===== config.mk =====
export PLATFORM = sky130hd
export DESIGN_NAME = pi_velocity_controller_deadzone
export DESIGN_NICKNAME = d
export VERILOG_FILES = /design/src/pvcd_pkg.sv /design/src/pi_velocity_controller_deadzone.sv /design/src/pvcd_cfg.sv /design/src/pvcd_ctrl.sv /design/src/pvcd_dp.sv
export SDC_FILE = /design/constraint.sdc
export NUM_CORES = 2
export LEC_CHECK = 0
export BUFFER_PORTS_ARGS = -buffer_cell sky130_fd_sc_hd__buf_2
export CAP_MARGIN = 20
export CORE_UTILIZATION = 40
export CTS_BUF_LIST = sky130_fd_sc_hd__clkbuf_8
export DETAILED_ROUTE_END_ITERATION = 8
export SLEW_MARGIN = 10
export SYNTH_ARGS = -nofsm -noshare
export SYNTH_HDL_FRONTEND = slang
export SYNTH_HIERARCHICAL = 1
export SYNTH_SLANG_ARGS = --single-unit

===== constraint.sdc =====
create_clock -name clk -period 10.4 [get_ports clk]
set_clock_uncertainty 0.1 [all_clocks]
set_input_delay 0.52 -clock clk [delete_from_list [all_inputs] [get_ports clk]]
set_output_delay 0.52 -clock clk [all_outputs]
set_load 0.01 [all_outputs]

===== src/pvcd_pkg.sv =====
// types, command codes and constants shared by the pi velocity controller modules
// no dependencies
`default_nettype none

package pvcd_pkg;

  localparam int CFG_IDX_W  = 3;
  localparam int CFG_DATA_W = 23;
  localparam int STATE_W    = 24;
  localparam int ERR_W      = 25;
  localparam int MUL_A_W    = 18;

  localparam logic [15:0] RST_SPEED_REF = 16'd2048;
  localparam logic [15:0] RST_ALPHA     = 16'd55706;
  localparam logic [15:0] RST_PERIOD    = 16'd1311;
  localparam logic [17:0] RST_EG        = 18'd1978;
  localparam logic [17:0] RST_IG        = 18'd3956;
  localparam logic [15:0] RST_FF        = 16'd17512;
  localparam logic [22:0] RST_LIMIT     = 23'd1310720;
  localparam logic [14:0] RST_START     = 15'd18022;

  // stop band: |ref| < 0.10 and |filtered| < 0.20
  localparam logic signed [15:0] STOP_REF_MAX = 16'sd25;
  localparam logic signed [23:0] STOP_SPD_MAX = 24'sd13107;
  // small integral cleared in stop band
  localparam logic signed [23:0] SMALL_INT_MAX = 24'sd32767;
  localparam logic signed [15:0] DUTY_MAX = 16'sd32767;

  typedef enum logic [2:0] {
    CFG_SPEED_REF,
    CFG_ALPHA,
    CFG_PERIOD,
    CFG_EG,
    CFG_IG,
    CFG_FF,
    CFG_LIMIT,
    CFG_START
  } cfg_idx_t;

  typedef enum logic [2:0] {
    MUL_ALPHA_F,
    MUL_BETA_M,
    MUL_PER_E,
    MUL_EG_E,
    MUL_IG_I,
    MUL_LIFT
  } mul_sel_t;

  typedef enum logic [2:0] {
    ACC_HOLD,
    ACC_LOAD_R16,
    ACC_ADD_SH8,
    ACC_LOAD_R17,
    ACC_ADD
  } acc_op_t;

  typedef struct packed {
    logic        load_in;
    mul_sel_t    mul_sel;
    acc_op_t     acc_op;
    logic        upd_filter;
    logic        upd_integral;
    logic        upd_command;
    logic        load_out;
  } dp_cmd_t;

  typedef struct packed {
    logic signed [15:0] speed_reference;
    logic        [15:0] filter_alpha;
    logic        [15:0] sample_period;
    logic signed [17:0] error_gain;
    logic signed [17:0] integral_gain;
    logic signed [15:0] feedforward;
    logic        [22:0] integral_limit;
    logic        [14:0] deadzone_start;
  } cfg_t;

endpackage

`default_nettype wire


===== src/pi_velocity_controller_deadzone.sv =====
// pi velocity controller with anti-windup and motor dead-zone lift
// a new beat is taken only once the last has reached the output register, as all steps share a single multiplier
// the output register lets a new beat enter while the last result waits
// reset: synchronous active low, clears filter and integral, loads config defaults
// depends on pvcd_pkg, pvcd_cfg, pvcd_ctrl, pvcd_dp
`default_nettype none

module pi_velocity_controller_deadzone import pvcd_pkg::*; #(
  parameter int SPEED_WIDTH = 16
) (
  input  logic                          clk,
  input  logic                          rst_n,
  input  logic                          in_valid,
  output logic                          in_stall,
  input  logic signed [SPEED_WIDTH-1:0] in_raw_speed,
  output logic                          out_valid,
  input  logic                          out_stall,
  output logic signed [15:0]            out_motor_duty,
  output logic signed [STATE_W-1:0]     out_filtered_speed,
  output logic signed [STATE_W-1:0]     out_integral_error,
  output logic                          out_stop_active,
  input  logic                          cfg_wr_en,
  input  logic [CFG_IDX_W-1:0]          cfg_index,
  input  logic [CFG_DATA_W-1:0]         cfg_wdata
);

  cfg_t    cfg;
  dp_cmd_t cmd;

  pvcd_cfg u_cfg (
    .clk       (clk),
    .rst_n     (rst_n),
    .cfg_wr_en (cfg_wr_en),
    .cfg_index (cfg_index),
    .cfg_wdata (cfg_wdata),
    .cfg       (cfg)
  );

  pvcd_ctrl u_ctrl (
    .clk       (clk),
    .rst_n     (rst_n),
    .in_valid  (in_valid),
    .in_stall  (in_stall),
    .out_valid (out_valid),
    .out_stall (out_stall),
    .cmd       (cmd)
  );

  pvcd_dp #(
    .SPEED_WIDTH (SPEED_WIDTH)
  ) u_dp (
    .clk            (clk),
    .rst_n          (rst_n),
    .cmd            (cmd),
    .cfg            (cfg),
    .raw_speed      (in_raw_speed),
    .motor_duty     (out_motor_duty),
    .filtered_speed (out_filtered_speed),
    .integral_error (out_integral_error),
    .stop_active    (out_stop_active)
  );

endmodule

`default_nettype wire


===== src/pvcd_cfg.sv =====
// configuration register file with reset defaults
// depends on pvcd_pkg
`default_nettype none

module pvcd_cfg import pvcd_pkg::*; (
  input  logic                  clk,
  input  logic                  rst_n,
  input  logic                  cfg_wr_en,
  input  logic [CFG_IDX_W-1:0]  cfg_index,
  input  logic [CFG_DATA_W-1:0] cfg_wdata,
  output cfg_t                  cfg
);

  cfg_t cfg_r;
  cfg_t cfg_nxt;

  always_comb begin
    cfg_nxt = cfg_r;
    if (cfg_wr_en) begin
      case (cfg_idx_t'(cfg_index))
        CFG_SPEED_REF: cfg_nxt.speed_reference = cfg_wdata[15:0];
        CFG_ALPHA:     cfg_nxt.filter_alpha    = cfg_wdata[15:0];
        CFG_PERIOD:    cfg_nxt.sample_period   = cfg_wdata[15:0];
        CFG_EG:        cfg_nxt.error_gain      = cfg_wdata[17:0];
        CFG_IG:        cfg_nxt.integral_gain   = cfg_wdata[17:0];
        CFG_FF:        cfg_nxt.feedforward     = cfg_wdata[15:0];
        CFG_LIMIT:     cfg_nxt.integral_limit  = cfg_wdata[22:0];
        CFG_START:     cfg_nxt.deadzone_start  = cfg_wdata[14:0];
        default:       cfg_nxt = cfg_r;
      endcase
    end
  end

  always_ff @(posedge clk) begin
    if (!rst_n) begin
      cfg_r.speed_reference <= RST_SPEED_REF;
      cfg_r.filter_alpha    <= RST_ALPHA;
      cfg_r.sample_period   <= RST_PERIOD;
      cfg_r.error_gain      <= RST_EG;
      cfg_r.integral_gain   <= RST_IG;
      cfg_r.feedforward     <= RST_FF;
      cfg_r.integral_limit  <= RST_LIMIT;
      cfg_r.deadzone_start  <= RST_START;
    end else begin
      cfg_r <= cfg_nxt;
    end
  end

  assign cfg = cfg_r;

endmodule

`default_nettype wire


===== src/pvcd_ctrl.sv =====
// sequencer for the controller: steps the shared multiplier and accumulator
// depends on pvcd_pkg
`default_nettype none

module pvcd_ctrl import pvcd_pkg::*; (
  input  logic    clk,
  input  logic    rst_n,
  input  logic    in_valid,
  output logic    in_stall,
  output logic    out_valid,
  input  logic    out_stall,
  output dp_cmd_t cmd
);

  typedef enum logic [3:0] {
    S_IDLE,
    S_MUL1,
    S_MUL2,
    S_ACC1,
    S_FILT,
    S_MUL3,
    S_INTG,
    S_MUL4,
    S_SUMC,
    S_CMD,
    S_LIFT,
    S_DUTY
  } state_t;

  state_t state_r, state_nxt;
  logic   out_valid_r, out_valid_nxt;
  logic   out_free;

  assign out_free = !out_valid_r || !out_stall;

  always_comb begin
    cmd              = '0;
    cmd.mul_sel      = MUL_ALPHA_F;
    cmd.acc_op       = ACC_HOLD;
    state_nxt        = state_r;
    case (state_r)
      S_IDLE: begin
        if (in_valid) begin
          cmd.load_in = 1'b1;
          state_nxt   = S_MUL1;
        end
      end
      S_MUL1: begin
        cmd.mul_sel = MUL_ALPHA_F;
        state_nxt   = S_MUL2;
      end
      S_MUL2: begin
        cmd.mul_sel = MUL_BETA_M;
        cmd.acc_op  = ACC_LOAD_R16;
        state_nxt   = S_ACC1;
      end
      S_ACC1: begin
        cmd.acc_op = ACC_ADD_SH8;
        state_nxt  = S_FILT;
      end
      S_FILT: begin
        cmd.upd_filter = 1'b1;
        state_nxt      = S_MUL3;
      end
      S_MUL3: begin
        cmd.mul_sel = MUL_PER_E;
        state_nxt   = S_INTG;
      end
      S_INTG: begin
        cmd.upd_integral = 1'b1;
        cmd.mul_sel      = MUL_EG_E;
        state_nxt        = S_MUL4;
      end
      S_MUL4: begin
        cmd.mul_sel = MUL_IG_I;
        cmd.acc_op  = ACC_LOAD_R17;
        state_nxt   = S_SUMC;
      end
      S_SUMC: begin
        cmd.acc_op = ACC_ADD;
        state_nxt  = S_CMD;
      end
      S_CMD: begin
        cmd.upd_command = 1'b1;
        state_nxt       = S_LIFT;
      end
      S_LIFT: begin
        cmd.mul_sel = MUL_LIFT;
        state_nxt   = S_DUTY;
      end
      S_DUTY: begin
        // keep the lift product while the result register is busy
        cmd.mul_sel = MUL_LIFT;
        if (out_free) begin
          cmd.load_out = 1'b1;
          state_nxt    = S_IDLE;
        end
      end
      default: state_nxt = S_IDLE;
    endcase
  end

  always_comb begin
    out_valid_nxt = out_valid_r;
    if (cmd.load_out) begin
      out_valid_nxt = 1'b1;
    end else if (!out_stall) begin
      out_valid_nxt = 1'b0;
    end
  end

  always_ff @(posedge clk) begin
    if (!rst_n) begin
      state_r     <= S_IDLE;
      out_valid_r <= 1'b0;
    end else begin
      state_r     <= state_nxt;
      out_valid_r <= out_valid_nxt;
    end
  end

  assign in_stall  = (state_r != S_IDLE);
  assign out_valid = out_valid_r;

endmodule

`default_nettype wire


===== src/pvcd_dp.sv =====
// datapath: shared multiplier, accumulator, filter, integral, command and duty lift
// depends on pvcd_pkg
`default_nettype none

module pvcd_dp import pvcd_pkg::*; #(
  parameter int SPEED_WIDTH = 16
) (
  input  logic                          clk,
  input  logic                          rst_n,
  input  dp_cmd_t                       cmd,
  input  cfg_t                          cfg,
  input  logic signed [SPEED_WIDTH-1:0] raw_speed,
  output logic signed [15:0]            motor_duty,
  output logic signed [STATE_W-1:0]     filtered_speed,
  output logic signed [STATE_W-1:0]     integral_error,
  output logic                          stop_active
);

  localparam int MUL_B_W = (SPEED_WIDTH + 1 > ERR_W) ? SPEED_WIDTH + 1 : ERR_W;
  localparam int PROD_W  = MUL_A_W + MUL_B_W;
  localparam int ACC_W   = PROD_W + 9;

  logic signed [SPEED_WIDTH:0]   neg_speed_r;
  logic signed [STATE_W-1:0]     filt_r;
  logic signed [STATE_W-1:0]     integ_r;
  logic signed [STATE_W-1:0]     integ_pre_r;
  logic signed [ERR_W-1:0]       err_r;
  logic                          stop_r;
  logic signed [PROD_W-1:0]      prod_r;
  logic signed [ACC_W-1:0]       acc_r, acc_nxt;
  logic                          u_neg_r, u_zero_r;
  logic [14:0]                   mag_r;
  logic signed [15:0]            duty_r;
  logic signed [STATE_W-1:0]     out_filt_r, out_integ_r;
  logic                          out_stop_r;

  logic signed [MUL_A_W-1:0]     mul_a;
  logic signed [MUL_B_W-1:0]     mul_b;
  logic signed [ACC_W-1:0]       prod_ext;

  // filter step
  logic signed [ACC_W-1:0]       filt_wide;
  logic [ACC_W-24:0]             filt_top;
  logic signed [STATE_W-1:0]     filt_sat;
  logic signed [ERR_W-1:0]       err;
  logic                          stop;

  // integral step
  logic signed [PROD_W-1:0]      integ_inc;
  logic signed [PROD_W-1:0]      integ_sum;
  logic signed [PROD_W-1:0]      lim_pos, lim_neg;
  logic signed [STATE_W-1:0]     integ_clamp;

  // command step
  logic signed [ACC_W-1:0]       u_wide;
  logic signed [15:0]            u_sat;
  logic                          small_int;
  logic signed [STATE_W-1:0]     integ_final;

  // duty lift
  logic signed [PROD_W-1:0]      lift;
  logic [16:0]                   duty_sum;
  logic [14:0]                   duty_mag;
  logic signed [15:0]            duty;

  always_comb begin
    case (cmd.mul_sel)
      MUL_ALPHA_F: begin
        mul_a = {2'b00, cfg.filter_alpha};
        mul_b = MUL_B_W'(filt_r);
      end
      MUL_BETA_M: begin
        mul_a = 18'h10000 - {2'b00, cfg.filter_alpha};
        mul_b = MUL_B_W'(neg_speed_r);
      end
      MUL_PER_E: begin
        mul_a = {2'b00, cfg.sample_period};
        mul_b = MUL_B_W'(err_r);
      end
      MUL_EG_E: begin
        mul_a = cfg.error_gain;
        mul_b = MUL_B_W'(err_r);
      end
      MUL_IG_I: begin
        mul_a = cfg.integral_gain;
        mul_b = MUL_B_W'(integ_pre_r);
      end
      MUL_LIFT: begin
        mul_a = 18'h08000 - {3'b000, cfg.deadzone_start};
        mul_b = MUL_B_W'(mag_r);
      end
      default: begin
        mul_a = '0;
        mul_b = '0;
      end
    endcase
  end

  assign prod_ext = ACC_W'(prod_r);

  always_comb begin
    case (cmd.acc_op)
      ACC_LOAD_R16: acc_nxt = prod_ext + ACC_W'(32'sd32768);
      ACC_ADD_SH8:  acc_nxt = acc_r + (prod_ext <<< 8);
      ACC_LOAD_R17: acc_nxt = prod_ext + ACC_W'(32'sd65536);
      ACC_ADD:      acc_nxt = acc_r + prod_ext;
      default:      acc_nxt = acc_r;
    endcase
  end

  // filter output, saturated to 24 bits, error and stop band flag
  always_comb begin
    filt_wide = acc_r >>> 16;
    filt_top  = filt_wide[ACC_W-1:STATE_W-1];
    if ((&filt_top) || !(|filt_top)) begin
      filt_sat = filt_wide[STATE_W-1:0];
    end else if (filt_wide[ACC_W-1]) begin
      filt_sat = {1'b1, {(STATE_W-1){1'b0}}};
    end else begin
      filt_sat = {1'b0, {(STATE_W-1){1'b1}}};
    end
    err  = {cfg.speed_reference[15], cfg.speed_reference, 8'h00}
         - {filt_sat[STATE_W-1], filt_sat};
    stop = (cfg.speed_reference <= STOP_REF_MAX) && (cfg.speed_reference >= -STOP_REF_MAX)
        && (filt_sat <= STOP_SPD_MAX) && (filt_sat >= -STOP_SPD_MAX);
  end

  // integral with clamp
  always_comb begin
    integ_inc = (prod_r + PROD_W'(32'sd32768)) >>> 16;
    integ_sum = integ_inc + PROD_W'(integ_r);
    lim_pos   = PROD_W'($signed({1'b0, cfg.integral_limit}));
    lim_neg   = -lim_pos;
    if (integ_sum > lim_pos) begin
      integ_clamp = lim_pos[STATE_W-1:0];
    end else if (integ_sum < lim_neg) begin
      integ_clamp = lim_neg[STATE_W-1:0];
    end else begin
      integ_clamp = integ_sum[STATE_W-1:0];
    end
  end

  // command, clamped to full scale, and small integral cleared in the stop band
  always_comb begin
    u_wide = (acc_r >>> 17) + ACC_W'(cfg.feedforward);
    if (u_wide > ACC_W'(DUTY_MAX)) begin
      u_sat = DUTY_MAX;
    end else if (u_wide < -ACC_W'(DUTY_MAX)) begin
      u_sat = -DUTY_MAX;
    end else begin
      u_sat = u_wide[15:0];
    end
    small_int   = (integ_pre_r <= SMALL_INT_MAX) && (integ_pre_r >= -SMALL_INT_MAX);
    integ_final = (stop_r && small_int) ? '0 : integ_pre_r;
  end

  // dead-zone lift
  always_comb begin
    lift     = (prod_r + PROD_W'(32'sd16384)) >>> 15;
    duty_sum = {2'b00, cfg.deadzone_start} + lift[16:0];
    duty_mag = (duty_sum > 17'd32767) ? 15'h7fff : duty_sum[14:0];
    if (u_zero_r) begin
      duty = '0;
    end else if (u_neg_r) begin
      duty = -$signed({1'b0, duty_mag});
    end else begin
      duty = $signed({1'b0, duty_mag});
    end
  end

  always_ff @(posedge clk) begin
    if (!rst_n) begin
      filt_r  <= '0;
      integ_r <= '0;
    end else begin
      if (cmd.upd_filter) begin
        filt_r <= filt_sat;
      end
      if (cmd.upd_command) begin
        integ_r <= integ_final;
      end
    end
  end

  always_ff @(posedge clk) begin
    prod_r <= mul_a * mul_b;
    acc_r  <= acc_nxt;
    if (cmd.load_in) begin
      neg_speed_r <= (SPEED_WIDTH + 1)'(0) - {raw_speed[SPEED_WIDTH-1], raw_speed};
    end
    if (cmd.upd_filter) begin
      err_r  <= err;
      stop_r <= stop;
    end
    if (cmd.upd_integral) begin
      integ_pre_r <= integ_clamp;
    end
    if (cmd.upd_command) begin
      u_zero_r <= stop_r || (u_sat == 16'sd0);
      u_neg_r  <= u_sat[15];
      mag_r    <= u_sat[15] ? 15'(-u_sat) : u_sat[14:0];
    end
    if (cmd.load_out) begin
      duty_r      <= duty;
      out_filt_r  <= filt_r;
      out_integ_r <= integ_r;
      out_stop_r  <= stop_r;
    end
  end

  assign motor_duty     = duty_r;
  assign filtered_speed = out_filt_r;
  assign integral_error = out_integ_r;
  assign stop_active    = out_stop_r;

endmodule

`default_nettype wire


==> summary.txt <==
=====================================================================================
Part of the Yosys area used for sequential elements                             22.1%
Critical Path Max Stage Delay                                                 0.60 ns
Wire length of the first global-routing pass                               260,000 um
Placeable Area                                                            0.120 sq mm
Average vias per placed instance                                                 5.73
Post-DRT Antenna Nets                                                               0
Post-CTS setup-driven buffer insertion count                                        0
Fraction of layout instances using a drive strength above 1                     8.15%
Floorplan row count                                                               127
Final routed wirelength across all metal layers                            174,000 um
Max Clk Rate                                                                0.102 GHz
Number of inserted filler cells in the final layout                            11,800
Cells after synthesis                                                           5,569
DIE AREA                                                                  0.123 sq mm
Sequential cell fraction of total power                                         25.8%
Clock-pin slew of the registers on the worst-case setup and hold paths        0.06 ns
Total negative setup slack                                                       0 ns
Sw frac                                                                         46.1%
Number of ports placed on the die boundary                                        114
Post-synth EDFFs                                                                  201
Chip height                                                                    351 um
Gr ovfl total                                                                       0
Pin slew with the least headroom to its limit                                 1.05 ns
Count of different cell masters after synthesis                                   108
Placed inst area                                                         0.0513 sq mm
Final HPWL from detailed placement                                         138,000 um
Worst slew slack as a fraction of its limit                                     30.3%
Net Sw Power                                                                  3.96 mW
Signed area change from the synthesized netlist to the final layout             9.64%
Synth Net Count                                                                 6,431
First-pass detailed-route iteration total                                           6
Power share of the combinational group                                          53.0%
Number of max-cap violations                                                        0
Port Buffer Count                                                                 113
Element type at the critical path start                                      register
Clock sink count                                                                  435
Post-synthesis area per instance                                           8.72 sq um
Register-to-register setup slack                                              0.61 ns
DRC violation count after routing                                                   0
Yosys synthesis warning count                                                       6
Leak                                                                          24.3 nW
Kind of capture point of the worst setup path                                register
FFs w/ async S/R, synth                                                            0%
Number of vias in the routed layout                                            42,100
H-tree lvl count                                                                    3
P_int                                                                         4.64 mW
Max stage delay cell, worst path                                         sky130_fd_sc_hd__dfxtp_1
CP dominant cell by count                                                sky130_fd_sc_hd__fa_1
Hold Fails Final Rpt                                                                0
Die W                                                                          351 um
GR Util All Layers                                                              28.3%
Worst endpoint data arrival time                                             10.26 ns
End-of-flow core utilization                                                    44.3%
Peak VDD IR                                                                 0.0933 mV
Data required time at the worst endpoint                                     10.87 ns
Prevailing post-synth register cell                                      sky130_fd_sc_hd__dfxtp_1
Setup-violating endpoint count in the final report                                  0
Minimum period implied by the final worst setup slack                         9.79 ns
Final hold slack                                                            0.0530 ns
Post-synth design cell area                                              0.0486 sq mm
Initial cell density of the core                                                40.4%
Count of state elements after synthesis                                           435
Clock network fraction of total power                                           21.1%
Clk buf depth                                                                       3
Maximum number of pins on one net before global-route repair                       80
Antenna violations before repair                                                    6
Nets                                                                            6,533
First-iteration detailed-routing DRC count                                      4,192
Final worst path period share                                                   94.1%
Clock latency on the worst-skew pair                                          0.74 ns
CTS tree                                                                          yes
Worst min-delay path category                                            input pin to register
Outcome                                                                  finished, final reports clean
Total count of max-transition violations in the final report                        0
Final Wtd Congestion                                                            0.957
Pre-CTS WS                                                                   0.723 ns
Highest fanout seen on the critical path                                           16
Type of the worst setup path                                             register to register
Buffer type at the clock tree root                                       sky130_fd_sc_hd__clkbuf_8
Minimum setup slack in the final design                                      0.613 ns
Cts bufs inserted                                                                  83
Vias in the first global route                                                 40,400
Routed len/inst                                                               23.7 um
Finished Cell Area                                                       0.0533 sq mm
Unrepaired setup endpoints after global routing                                    no
Power density of the placed cells                                         161 mW/mm^2
=====================================================================================
-- power by group through the flow --
stage | clock [mW] | combinational [mW] | sequential, mW
after global routing | 1.92 | 5.00 | 2.22
after CTS | 1.85 | 4.50 | 2.21
final | 1.82 | 4.56 | 2.22
after floorplan | 0 | 3.20 | 2.08
after global placement | 0 | 4.44 | 2.24
after detailed placement | 0 | 4.46 | 2.24
-- through the flow --
step | cells | power [mW]
3_3_place_gp | 7178 | 6.68
4_1_cts | 7350 | 8.56
5_1_grt | 7352 | 9.14
2_1_floorplan | 5569 | 5.28
3_5_place_dp | 7182 | 6.70
6_report | 7353 | 8.60
-- registers in the layout, summed over array words and instances (netlist names), 4 cells and up --
| signal | cells |
|---|---|
| u_cfg/cfg | 138 |
| u_ctrl/state_r | 4 |
| u_dp/acc_r | 52 |
| u_dp/err_r | 25 |
| u_dp/filt_r | 24 |
| u_dp/filtered_speed | 24 |
| u_dp/integ_pre_r | 24 |
| u_dp/integ_r | 24 |
| u_dp/integral_error | 24 |
| u_dp/mag_r | 15 |
| u_dp/motor_duty | 16 |
| u_dp/neg_speed_r | 17 |
| u_dp/prod_r | 43 |
-- per-layer routing --
metal | vias to the layer above | global-route usage [%] | wire length (um)
met5 | - | 0 | 41
met4 | 6 | 10.4 | 7000
met3 | 310 | 4.53 | 14200
met2 | 1829 | 42.9 | 75400
met1 | 20700 | 40.3 | 77500
li1 | 19300 | - | -
-- synthesized netlist by cell type (18+ instances only) --
cell type,number,share of area (%)
sky130_fd_sc_hd__xnor2_1,198,3.6
sky130_fd_sc_hd__nand2b_1,62,0.80
sky130_fd_sc_hd__mux2_2,18,0.42
sky130_fd_sc_hd__buf_2,27,0.28
sky130_fd_sc_hd__or2_2,21,0.27
sky130_fd_sc_hd__o22ai_1,21,0.27
sky130_fd_sc_hd__a22oi_1,30,0.46
sky130_fd_sc_hd__o221ai_1,19,0.34
sky130_fd_sc_hd__o211a_1,20,0.41
sky130_fd_sc_hd__a21oi_1,340,3.5
sky130_fd_sc_hd__nor4_1,34,0.44
sky130_fd_sc_hd__a31oi_1,33,0.42
sky130_fd_sc_hd__nand2_1,548,4.2
sky130_fd_sc_hd__a21o_1,130,2.0
sky130_fd_sc_hd__ha_1,369,9.5
sky130_fd_sc_hd__o21a_1,39,0.60
sky130_fd_sc_hd__mux2i_1,193,4.0
sky130_fd_sc_hd__nor2b_1,167,2.2
sky130_fd_sc_hd__o31ai_1,23,0.36
sky130_fd_sc_hd__nand3_1,78,0.80
sky130_fd_sc_hd__o211ai_1,20,0.31
sky130_fd_sc_hd__and3_1,47,0.61
sky130_fd_sc_hd__o21ai_0,208,2.1
sky130_fd_sc_hd__o21bai_1,31,0.48
sky130_fd_sc_hd__fa_1,446,18
sky130_fd_sc_hd__and2_1,30,0.39
sky130_fd_sc_hd__nor3_1,105,1.1
sky130_fd_sc_hd__inv_1,668,5.2
sky130_fd_sc_hd__nor2_1,497,3.8
sky130_fd_sc_hd__clkbuf_1,173,1.3
sky130_fd_sc_hd__dfxtp_1,234,9.6
sky130_fd_sc_hd__nand4_1,51,0.66
sky130_fd_sc_hd__xor2_1,109,2.0
sky130_fd_sc_hd__o22a_1,18,0.32
sky130_fd_sc_hd__or3_1,26,0.33
sky130_fd_sc_hd__a211oi_1,34,0.53
sky130_fd_sc_hd__edfxtp_1,201,12
-- cells in the final DEF, fill, tap and decap left out, types with 112 or more instances in the layout --
cell type,instances
sky130_fd_sc_hd__a21o_1,130
sky130_fd_sc_hd__dfxtp_1,234
sky130_fd_sc_hd__nor2_1,492
sky130_fd_sc_hd__a21oi_1,336
sky130_fd_sc_hd__buf_2,112
sky130_fd_sc_hd__ha_1,369
sky130_fd_sc_hd__mux2i_1,193
sky130_fd_sc_hd__nor2b_1,166
sky130_fd_sc_hd__xnor2_1,197
sky130_fd_sc_hd__edfxtp_1,201
sky130_fd_sc_hd__o21ai_0,208
sky130_fd_sc_hd__fa_1,446
sky130_fd_sc_hd__nand2_1,548
sky130_fd_sc_hd__inv_1,693
-- critical path: cells and delay by family, from the launching register on --
kind	cells	cell delay [ns]
adders and majority gates	7	3.31
AOI/OAI and AO/OA	11	2.61
and+or+nand+nor	8	2.16
buffers and inverters	7	0.82
DFF	1	0.60
-- worst paths after layout --
path | end | depth (start not counted) | from
worst min register to register | u_dp/integral_error[18]$_DFFE_PP_ | 0 | u_dp/integ_r[18]$_SDFFE_PN0P_
worst max register to register | u_dp/prod_r[36]$_DFF_P_ | 33 | u_ctrl/state_r[2]$_SDFFE_PN0P_
worst max-delay path | u_dp/prod_r[36]$_DFF_P_ | 33 | u_ctrl/state_r[2]$_SDFFE_PN0P_
worst min-delay path | u_dp/neg_speed_r[11]$_DFFE_PP_ | 2 | in_raw_speed[11]
-- cell families after synthesis --
logic type	count (synthesis)	synth area share (%)
AOI/OAI and AO/OA	1142	15.4
adders and majority gates	815	27.9
xor gates and xnor gates	307	5.53
DFF	435	22.1
and+or+nand+nor	1760	17.3
buffers and inverters	892	7.02
muxes	218	4.72
-- repair_timing --
item                                   4_1_cts  5_1_grt
endpoints found under the hold margin       22        0
setup endpoints to repair                    0        1
hold buffers                                15        0
resized for setup                            0        2
-- cell type report --
cell class	count	area, sq um	area share, %
repair buffers	237	1580	2.97
flip-flops and latches	435	10700	20.1
well taps	1612	2020	3.79
diodes	2	5.00	0.00940
multi-input cells	4242	34700	65.1
clock buffers	101	1390	2.61
clock inverters	52	358	0.672
inverters	672	2520	4.74
Note: power is estimated with default switching activity, not from simulation.
